[src/hdl/sccb_rm_pkg.sv]
package sccb_rm_pkg;

  // Request codes carried in req_type.
  localparam logic [1:0] REQ_TICK  = 2'd0;
  localparam logic [1:0] REQ_WRITE = 2'd1;
  localparam logic [1:0] REQ_READ  = 2'd2;

  // Register map: byte address bit 2 selects the register slot.
  localparam logic REG_QUARTER_TICKS = 1'b0;

  localparam logic [15:0] QUARTER_TICKS_RESET = 16'd500;

  // Longest read burst; larger read counts are clipped to it.
  localparam logic [8:0] MAX_READ = 9'd256;

  typedef enum logic [3:0] {
    PH_IDLE,
    PH_START_A,
    PH_TX_DEVW,
    PH_ACK_DEVW,
    PH_TX_REG,
    PH_ACK_REG,
    PH_TX_DATA,
    PH_ACK_DATA,
    PH_STOP_MID,
    PH_START_B,
    PH_TX_DEVR,
    PH_ACK_DEVR,
    PH_RX,
    PH_MACK,
    PH_STOP_END
  } phase_t;

  typedef struct packed {
    logic [1:0] req_type;
    logic [6:0] device_addr;
    logic [7:0] reg_addr;
    logic [7:0] write_data;
    logic [8:0] read_count;
    logic       sda_in;
  } req_t;

  typedef struct packed {
    logic       scl_level;
    logic       sda_level;
    logic       sda_drive;
    logic       busy_res;
    logic       byte_valid;
    logic [7:0] byte_data;
    logic       byte_last;
    logic       done_res;
    logic       fail_status;
  } res_t;

  function automatic logic is_tx(phase_t p);
    return (p == PH_TX_DEVW) || (p == PH_TX_REG) || (p == PH_TX_DATA) || (p == PH_TX_DEVR);
  endfunction

  function automatic logic is_sack(phase_t p);
    return (p == PH_ACK_DEVW) || (p == PH_ACK_REG) || (p == PH_ACK_DATA) ||
           (p == PH_ACK_DEVR);
  endfunction

endpackage

[src/hdl/sccb_rm_ifs.sv]
interface sccb_req_if;
  logic               valid;
  logic               ready;
  sccb_rm_pkg::req_t  data;

  modport source (output valid, output data, input ready);
  modport sink (input valid, input data, output ready);
endinterface

interface sccb_res_if;
  logic               valid;
  logic               ready;
  sccb_rm_pkg::res_t  data;

  modport source (output valid, output data, input ready);
  modport sink (input valid, input data, output ready);
endinterface

[src/hdl/sccb_register_master_unit.sv]
// A request or tick is reflected in the result register in the cycle after acceptance.
// Throughput: one item per cycle unless stalled; the sequencer takes one tick step per accepted item.
// The input is stalled only while a finished result waits in the output register.
// Reset (synchronous, active high) returns the sequencer to idle with the clock and data
// lines released high, clears the result valid flag and sets quarter_ticks to 500.
module sccb_register_master_unit (
  input  logic              clk,
  input  logic              rst,
  sccb_req_if.sink          req,
  sccb_res_if.source        res,
  input  logic              psel,
  input  logic              penable,
  input  logic              pwrite,
  input  logic [2:0]        paddr,
  input  logic [31:0]       pwdata,
  output logic [31:0]       prdata,
  output logic              pready
);

  sccb_rm_pkg::phase_t phase, phase_next;
  logic [15:0] qticks;
  logic [15:0] qcount, qcount_next;
  logic [1:0]  qstep, qstep_next;
  logic [2:0]  bit_idx, bit_idx_next;
  logic [7:0]  shift, shift_next;
  logic [8:0]  bytes_left, bytes_left_next;
  logic        ack_all, ack_all_next;
  logic [6:0]  held_dev, held_dev_next;
  logic [7:0]  held_reg, held_reg_next;
  logic [7:0]  held_data, held_data_next;
  logic        is_read, is_read_next;
  logic        scl, scl_next;
  logic        sda, sda_next;
  logic        sda_oe, sda_oe_next;

  sccb_rm_pkg::res_t res_next;
  logic              acc;

  // Configuration port.
  assign pready = 1'b1;
  assign prdata = (paddr[2] == sccb_rm_pkg::REG_QUARTER_TICKS) ? {16'd0, qticks} : 32'd0;

  always_ff @(posedge clk) begin
    if (rst) begin
      qticks <= sccb_rm_pkg::QUARTER_TICKS_RESET;
    end else if (psel && penable && pwrite && pready &&
                 (paddr[2] == sccb_rm_pkg::REG_QUARTER_TICKS)) begin
      qticks <= pwdata[15:0];
    end
  end

  assign req.ready = !res.valid || res.ready;
  assign acc       = req.valid && req.ready;

  always_comb begin
    logic [16:0] cnt_inc;
    logic        slot_done;
    logic [8:0]  cnt;

    phase_next      = phase;
    qcount_next     = qcount;
    qstep_next      = qstep;
    bit_idx_next    = bit_idx;
    shift_next      = shift;
    bytes_left_next = bytes_left;
    ack_all_next    = ack_all;
    held_dev_next   = held_dev;
    held_reg_next   = held_reg;
    held_data_next  = held_data;
    is_read_next    = is_read;
    scl_next        = scl;
    sda_next        = sda;
    sda_oe_next     = sda_oe;
    res_next        = '0;
    cnt_inc         = 17'd0;
    slot_done       = 1'b0;
    cnt             = 9'd0;

    if (acc) begin
      unique case (req.data.req_type)
        sccb_rm_pkg::REQ_TICK: begin
          if (phase != sccb_rm_pkg::PH_IDLE) begin
            if (qcount == 16'd0) begin
              // Pin action on the first tick of each quarter.
              if ((phase == sccb_rm_pkg::PH_START_A) || (phase == sccb_rm_pkg::PH_START_B)) begin
                if (qstep == 2'd1) begin
                  sda_next    = 1'b0;
                  sda_oe_next = 1'b1;
                end else if (qstep == 2'd3) begin
                  scl_next = 1'b0;
                end
              end else if ((phase == sccb_rm_pkg::PH_STOP_MID) ||
                           (phase == sccb_rm_pkg::PH_STOP_END)) begin
                if (qstep == 2'd0) begin
                  sda_next    = 1'b0;
                  sda_oe_next = 1'b1;
                end else if (qstep == 2'd1) begin
                  scl_next = 1'b1;
                end else if (qstep == 2'd3) begin
                  sda_next = 1'b1;
                end
              end else begin
                if (qstep == 2'd0) begin
                  if (sccb_rm_pkg::is_tx(phase)) begin
                    sda_next    = shift[7];
                    sda_oe_next = 1'b1;
                  end else if (phase == sccb_rm_pkg::PH_MACK) begin
                    // ACK while more bytes follow, NACK after the last one.
                    sda_next    = (bytes_left == 9'd0);
                    sda_oe_next = 1'b1;
                  end else begin
                    sda_oe_next = 1'b0;
                  end
                end else if (qstep == 2'd1) begin
                  scl_next = 1'b1;
                end else if (qstep == 2'd3) begin
                  scl_next = 1'b0;
                end
              end

              // Sample the data line while the clock is high.
              if (qstep == 2'd2) begin
                if (sccb_rm_pkg::is_sack(phase)) begin
                  if (req.data.sda_in) begin
                    ack_all_next = 1'b0;
                  end
                end else if (phase == sccb_rm_pkg::PH_RX) begin
                  shift_next = {shift[6:0], req.data.sda_in};
                  if (bit_idx == 3'd7) begin
                    res_next.byte_valid = 1'b1;
                    res_next.byte_data  = shift_next;
                    res_next.byte_last  = (bytes_left == 9'd1);
                    if (bytes_left != 9'd0) begin
                      bytes_left_next = bytes_left - 9'd1;
                    end
                  end
                end
              end
            end

            cnt_inc = {1'b0, qcount} + 17'd1;
            if (cnt_inc >= {1'b0, qticks}) begin
              qcount_next = 16'd0;
              if (qstep == 2'd3) begin
                qstep_next = 2'd0;
                slot_done  = 1'b1;
                if (sccb_rm_pkg::is_tx(phase) || (phase == sccb_rm_pkg::PH_RX)) begin
                  if (sccb_rm_pkg::is_tx(phase)) begin
                    shift_next = {shift_next[6:0], 1'b0};
                  end
                  if (bit_idx != 3'd7) begin
                    bit_idx_next = bit_idx + 3'd1;
                    slot_done    = 1'b0;
                  end
                end
                if (slot_done) begin
                  bit_idx_next = 3'd0;
                  unique case (phase)
                    sccb_rm_pkg::PH_START_A: begin
                      phase_next = sccb_rm_pkg::PH_TX_DEVW;
                      shift_next = {held_dev, 1'b0};
                    end
                    sccb_rm_pkg::PH_TX_DEVW: phase_next = sccb_rm_pkg::PH_ACK_DEVW;
                    sccb_rm_pkg::PH_ACK_DEVW: begin
                      phase_next = sccb_rm_pkg::PH_TX_REG;
                      shift_next = held_reg;
                    end
                    sccb_rm_pkg::PH_TX_REG: phase_next = sccb_rm_pkg::PH_ACK_REG;
                    sccb_rm_pkg::PH_ACK_REG: begin
                      if (is_read) begin
                        phase_next = sccb_rm_pkg::PH_STOP_MID;
                      end else begin
                        phase_next = sccb_rm_pkg::PH_TX_DATA;
                        shift_next = held_data;
                      end
                    end
                    sccb_rm_pkg::PH_TX_DATA: phase_next = sccb_rm_pkg::PH_ACK_DATA;
                    sccb_rm_pkg::PH_ACK_DATA: phase_next = sccb_rm_pkg::PH_STOP_END;
                    sccb_rm_pkg::PH_STOP_MID: phase_next = sccb_rm_pkg::PH_START_B;
                    sccb_rm_pkg::PH_START_B: begin
                      phase_next = sccb_rm_pkg::PH_TX_DEVR;
                      shift_next = {held_dev, 1'b1};
                    end
                    sccb_rm_pkg::PH_TX_DEVR: phase_next = sccb_rm_pkg::PH_ACK_DEVR;
                    sccb_rm_pkg::PH_ACK_DEVR, sccb_rm_pkg::PH_MACK: begin
                      if (bytes_left_next != 9'd0) begin
                        phase_next = sccb_rm_pkg::PH_RX;
                        shift_next = 8'd0;
                      end else begin
                        phase_next = sccb_rm_pkg::PH_STOP_END;
                      end
                    end
                    sccb_rm_pkg::PH_RX: phase_next = sccb_rm_pkg::PH_MACK;
                    sccb_rm_pkg::PH_STOP_END: begin
                      phase_next           = sccb_rm_pkg::PH_IDLE;
                      res_next.done_res    = 1'b1;
                      res_next.fail_status = !ack_all_next;
                    end
                    default: phase_next = sccb_rm_pkg::PH_IDLE;
                  endcase
                end
              end else begin
                qstep_next = qstep + 2'd1;
              end
            end else begin
              qcount_next = cnt_inc[15:0];
            end
          end
        end
        sccb_rm_pkg::REQ_WRITE, sccb_rm_pkg::REQ_READ: begin
          if (phase == sccb_rm_pkg::PH_IDLE) begin
            cnt = (req.data.read_count > sccb_rm_pkg::MAX_READ) ?
                  sccb_rm_pkg::MAX_READ : req.data.read_count;
            held_dev_next   = req.data.device_addr;
            held_reg_next   = req.data.reg_addr;
            held_data_next  = req.data.write_data;
            is_read_next    = (req.data.req_type == sccb_rm_pkg::REQ_READ);
            bytes_left_next = is_read_next ? cnt : 9'd0;
            ack_all_next    = 1'b1;
            shift_next      = 8'd0;
            bit_idx_next    = 3'd0;
            qstep_next      = 2'd0;
            qcount_next     = 16'd0;
            phase_next      = sccb_rm_pkg::PH_START_A;
          end
        end
        default: ;
      endcase
    end

    res_next.scl_level = scl_next;
    res_next.sda_level = sda_next;
    res_next.sda_drive = sda_oe_next;
    res_next.busy_res  = (phase_next != sccb_rm_pkg::PH_IDLE);
  end

  always_ff @(posedge clk) begin
    if (rst) begin
      phase      <= sccb_rm_pkg::PH_IDLE;
      qcount     <= 16'd0;
      qstep      <= 2'd0;
      bit_idx    <= 3'd0;
      shift      <= 8'd0;
      bytes_left <= 9'd0;
      ack_all    <= 1'b1;
      held_dev   <= 7'd0;
      held_reg   <= 8'd0;
      held_data  <= 8'd0;
      is_read    <= 1'b0;
      scl        <= 1'b1;
      sda        <= 1'b1;
      sda_oe     <= 1'b0;
    end else begin
      phase      <= phase_next;
      qcount     <= qcount_next;
      qstep      <= qstep_next;
      bit_idx    <= bit_idx_next;
      shift      <= shift_next;
      bytes_left <= bytes_left_next;
      ack_all    <= ack_all_next;
      held_dev   <= held_dev_next;
      held_reg   <= held_reg_next;
      held_data  <= held_data_next;
      is_read    <= is_read_next;
      scl        <= scl_next;
      sda        <= sda_next;
      sda_oe     <= sda_oe_next;
    end
  end

  // Result register.
  always_ff @(posedge clk) begin
    if (rst) begin
      res.valid <= 1'b0;
    end else if (acc) begin
      res.valid <= 1'b1;
    end else if (res.ready) begin
      res.valid <= 1'b0;
    end
  end

  always_ff @(posedge clk) begin
    if (acc) begin
      res.data <= res_next;
    end
  end

  // A received byte is reported only from the receive slot, which ends when the following quarter is over.
  assert property (@(posedge clk) disable iff (rst)
    (res.valid && res.data.byte_valid) |-> (phase == sccb_rm_pkg::PH_RX))
    else $error("byte reported outside the receive slot");

  // The busy flag of the pending result always matches the live sequencer state.
  assert property (@(posedge clk) disable iff (rst)
    res.valid |-> (res.data.busy_res == (phase != sccb_rm_pkg::PH_IDLE)))
    else $error("busy flag disagrees with sequencer state");

  // The quarter counter stays inside the configured period during a transaction.
  assert property (@(posedge clk) disable iff (rst)
    (phase != sccb_rm_pkg::PH_IDLE) |-> ((qcount == 16'd0) || (qcount < qticks)))
    else $error("quarter counter out of range");

  // Done is only reported when the sequencer returns to idle.
  assert property (@(posedge clk) disable iff (rst)
    (acc && res_next.done_res) |=> (phase == sccb_rm_pkg::PH_IDLE))
    else $error("done without return to idle");

endmodule

[src/flat_wrapper.sv]
// flat-port wrapper written by rule: the top's interface ports become plain ports
module sccb_register_master_unit_flat 
  (clk, rst, psel, penable, pwrite, paddr, pwdata, prdata, pready, req_valid, req_data, req_ready, res_valid, res_data, res_ready);
  sccb_req_if req_i ();
  sccb_res_if res_i ();
  input  logic clk;
  input  logic rst;
  input  logic psel;
  input  logic penable;
  input  logic pwrite;
  input  logic [2:0] paddr;
  input  logic [31:0] pwdata;
  output logic [31:0] prdata;
  output logic pready;
  input wire logic [$bits(req_i.valid)-1:0] req_valid;
  input wire logic [$bits(req_i.data)-1:0] req_data;
  output wire logic [$bits(req_i.ready)-1:0] req_ready;
  output wire logic [$bits(res_i.valid)-1:0] res_valid;
  output wire logic [$bits(res_i.data)-1:0] res_data;
  input wire logic [$bits(res_i.ready)-1:0] res_ready;
  assign req_i.valid = req_valid;
  assign req_i.data = req_data;
  assign req_ready = req_i.ready;
  assign res_valid = res_i.valid;
  assign res_data = res_i.data;
  assign res_i.ready = res_ready;
  sccb_register_master_unit u_core (.clk(clk), .rst(rst), .req(req_i), .res(res_i), .psel(psel), .penable(penable), .pwrite(pwrite), .paddr(paddr), .pwdata(pwdata), .prdata(prdata), .pready(pready));
endmodule
[config.mk]
export PLATFORM = sky130hd
export DESIGN_NAME = sccb_register_master_unit_flat
export DESIGN_NICKNAME = d
export VERILOG_FILES = /design/src/hdl/sccb_rm_pkg.sv /design/src/hdl/sccb_rm_ifs.sv /design/src/hdl/sccb_register_master_unit.sv /design/src/flat_wrapper.sv
export SDC_FILE = /design/constraint.sdc
export NUM_CORES = 1
export LEC_CHECK = 0
export ABC_AREA = 0
export ABC_CLOCK_PERIOD_IN_PS = 7700
export BUFFER_PORTS_ARGS = -buffer_cell sky130_fd_sc_hd__buf_2
export CORE_MARGIN = 2
export CORE_UTILIZATION = 45
export CTS_CLUSTER_DIAMETER = 120
export DETAILED_ROUTE_END_ITERATION = 8
export PLACE_DENSITY = 0.66
export REMOVE_ABC_BUFFERS = 1
export SYNTH_ARGS = -nofsm -noshare
export SYNTH_HDL_FRONTEND = slang
export SYNTH_SLANG_ARGS = --single-unit
[constraint.sdc]
create_clock -name clk -period 7.7 [get_ports clk]
set_clock_uncertainty 0.15 [all_clocks]
set_input_delay 1.54 -clock clk [delete_from_list [all_inputs] [get_ports clk]]
set_output_delay 1.54 -clock clk [all_outputs]
set_load 0.1 [all_outputs]
==> impl_metrics.env <==
export IMPL_status="finished clean"
export IMPL_hold_viol_final=0
export IMPL_tns_ns=0
export IMPL_fin_crit_ns=4.40
export IMPL_num_nets_final=936
export IMPL_cts_sinks=103
export IMPL_drtIter0Drc=415
export IMPL_path_class="reg -> reg"
export IMPL_path_clk_slew_ns=0.08
export IMPL_gr_total_overflow=0
export IMPL_htree_levels=3
export IMPL_ys_flop_type="dfxtp_1"
export IMPL_worst_hold_slack_ns=0.305
export IMPL_cts_buffer_depth=2
export IMPL_cp_end_kind="flop"
export IMPL_place_ws_ns=3.33
export IMPL_grt_pass1_wl_mm=25.2
export IMPL_cp_max_fo=17
export IMPL_p_switching_uw=388
export IMPL_holdBufCountCts=0
export IMPL_wire_per_inst_microns=15.3
export IMPL_slowest_delay_ns=0.75
export IMPL_numPlacedInstances=994
export IMPL_setup_viol=0
export IMPL_rsz0062_at_grt="false"
export IMPL_syn_area_per_cell_sq_um=8.00
export IMPL_via_count=5704
export IMPL_ys_ff_latch=103
export IMPL_chipHeight_microns=121
export IMPL_arrival_ns=4.46
export IMPL_worstPathCellList="and4_1, nand4_1, or2_1, nor2_1, xor2_1, ha_1, nand4_1, nor3_1, a21boi_0, o31a_1, o21ai_2, a21oi_1, o221ai_1, o211ai_1"
export IMPL_cp_slowest_cell="o21ai_2"
export IMPL_async_reset_ff_share_pct=0
export IMPL_antenna_left=0
export IMPL_fin_ws_ns=3.30
export IMPL_totalWireLength_mm=15.4
export IMPL_report_final_slew_viol_count=0
export IMPL_pwr_share_seq_pct=46.3
export IMPL_antenna_cells=0
export IMPL_p_int_uw=849
export IMPL_yosys_cell_types_count=73
export IMPL_clock_fmax_mhz=227
export IMPL_finalCoreUtilization_pct=51.9
export IMPL_die_w_microns=121
export IMPL_grt_max_degree=88
export IMPL_r2r_slack_ns=3.30
export IMPL_yosysWarnings=0
export IMPL_cts_made_buffers=9
export IMPL_num_io_pins=128
export IMPL_peakVddDrop_uv=91.2
export IMPL_hold_path_class="reg -> reg"
export IMPL_insertion_delay_ns=0.37
export IMPL_leakage_nw=2.74
export IMPL_yosysSeqAreaShare_pct=36.2
export IMPL_power_frac_clock_pct=36.8
export IMPL_syn_area_sq_mm=0.00614
export IMPL_dp_hpwl_mm=10.8
export IMPL_relSlewSlack_pct=26.6
export IMPL_worstMarginPinSlew_ns=1.09
export IMPL_powerDensity_mw_per_mm2=179
export IMPL_drv_cap=0
export IMPL_drcViolationCount=0
export IMPL_startpoint_type="flop"
export IMPL_synth_edf_count=16
export IMPL_gp_congestion=0.877
export IMPL_cts_resized_gates=0
export IMPL_fin_crit_sh_pct=57.2
export IMPL_reg_top3="u_core.qcount: 16 flops, u_core.qticks: 16 flops, u_core.res.data: 16 flops"
export IMPL_area_growth_pct=12.3
export IMPL_netSwitchingFraction_pct=31.4
export IMPL_required_ns=7.76
export IMPL_reg2regPathDepth=14
export IMPL_syn_inst=768
export IMPL_clock_root_buffer="clkbuf_16"
export IMPL_layout_drive_gt1_share_pct=15.2
export IMPL_comb_power_share_pct=16.9
export IMPL_dieArea_sq_mm=0.0146
export IMPL_row_count=42
export IMPL_antenna_found_initial=0
export IMPL_crit_top_cell="nand4_1"
export IMPL_hold_depth=2
export IMPL_grt_pass1_vias=5277
export IMPL_grt_usage_pct=21.4
export IMPL_start_util_pct=46.2
export IMPL_tritoncts="built"
export IMPL_postCtsSetupBuffers=0
export IMPL_fin_cells=1010
export IMPL_port_buffers=92
export IMPL_via_per_inst=5.65
export IMPL_drt_pass1_iterations=6
export IMPL_core_area_sq_mm=0.0133
## power by group through the flow
stage | logic [mW] | registers (mW) | clock network, mW
6_report | 0.209 | 0.572 | 0.455
5_1_grt | 0.223 | 0.574 | 0.484
4_1_cts | 0.208 | 0.572 | 0.461
3_5_place_dp | 0.208 | 0.585 | 0
3_3_place_gp | 0.205 | 0.584 | 0
2_1_floorplan | 0.123 | 0.614 | 0
## critical path: cells and delay by family, from the launching register on
family / cells / cell delay, ns
xor+xnor: 1 / 0.23
simple gates: 6 / 1.11
fa+ha+maj: 1 / 0.27
compound gates: 6 / 2.04
flops: 1 / 0.44
## cells by family after synthesis
family          share of synthesized area [%]
other cells                             0.122
buf+inv                                  7.15
simple gates                             24.9
xor+xnor                                 2.14
compound gates                           20.7
fa+ha+maj                                6.11
flops                                    36.2
mux                                      2.77
## per-stage QoR
stage | area (sq um) | total power, mW
after floorplan | 5880 | 0.737
after global placement | 6610 | 0.789
after detailed placement | 6610 | 0.792
after CTS | 6900 | 1.24
after global routing | 6900 | 1.28
final | 6900 | 1.24
## Yosys cell counts, types with 9 or more instances
cell / n / area [sq um]
a22oi_1: 19 / 143
edfxtp_1: 16 / 480
dfxtp_1: 87 / 1740
clkbuf_1: 34 / 128
nand2_1: 117 / 439
nor2_1: 84 / 315
o211ai_1: 9 / 67.6
nand4_1: 11 / 68.8
mux2i_1: 17 / 170
xnor2_1: 10 / 87.6
nor3_1: 16 / 80.1
a21oi_1: 65 / 325
inv_1: 31 / 116
and2_1: 11 / 68.8
o21ai_0: 26 / 130
a211o_1: 9 / 78.8
nand3_1: 15 / 75.1
buf_4: 18 / 135
ha_1: 30 / 375
## path summary, 6_finish.rpt
check	from	endpoint
min	u_core.qticks[10]$_SDFFE_PP0P_	u_core.qticks[10]$_SDFFE_PP0P_
min reg2reg	u_core.qticks[10]$_SDFFE_PP0P_	u_core.qticks[10]$_SDFFE_PP0P_
max	u_core.qcount[3]$_SDFFE_PP0P_	u_core.shift[6]$_SDFFE_PP0P_
max reg2reg	u_core.qcount[3]$_SDFFE_PP0P_	u_core.shift[6]$_SDFFE_PP0P_
## cells in the final DEF, fill, tap and decap left out, types with 8 or more instances in the layout
cell type  count
nor3b_1        8
edfxtp_1      16
nand2b_1       8
conb_1        17
xnor2_1       10
ha_1          30
clkbuf_16     10
nand3_1       15
nor3_1        16
dfxtp_1       87
o21ai_0       26
and2_1        11
inv_1         31
nand2_1      117
mux2i_1       17
a211o_1        9
o211ai_1       9
nand4_1       11
buf_2         92
a22oi_1       19
a21oi_1       65
nor2_1        84
## cell type report
cell class / instances / area (sq um)
clock inverters: 3 / 26.3
well taps: 176 / 220
multi-input cells: 585 / 3540
flip-flops and latches: 103 / 2220
clock buffers: 13 / 262
repair buffers: 99 / 513
inverters: 31 / 116
fillers: 1294 / 6400
## layer usage
metal | vias up | share of wire [%] | GRT usage [%]
li1 | 2814 | - | -
met1 | 2659 | 44 | 27.3
met2 | 206 | 48 | 36.4
met3 | 25 | 5.3 | 2.54
met4 | 0 | 2.2 | 8.87
met5 | - | 0 | 0
Power figures use the tool's default switching activity.
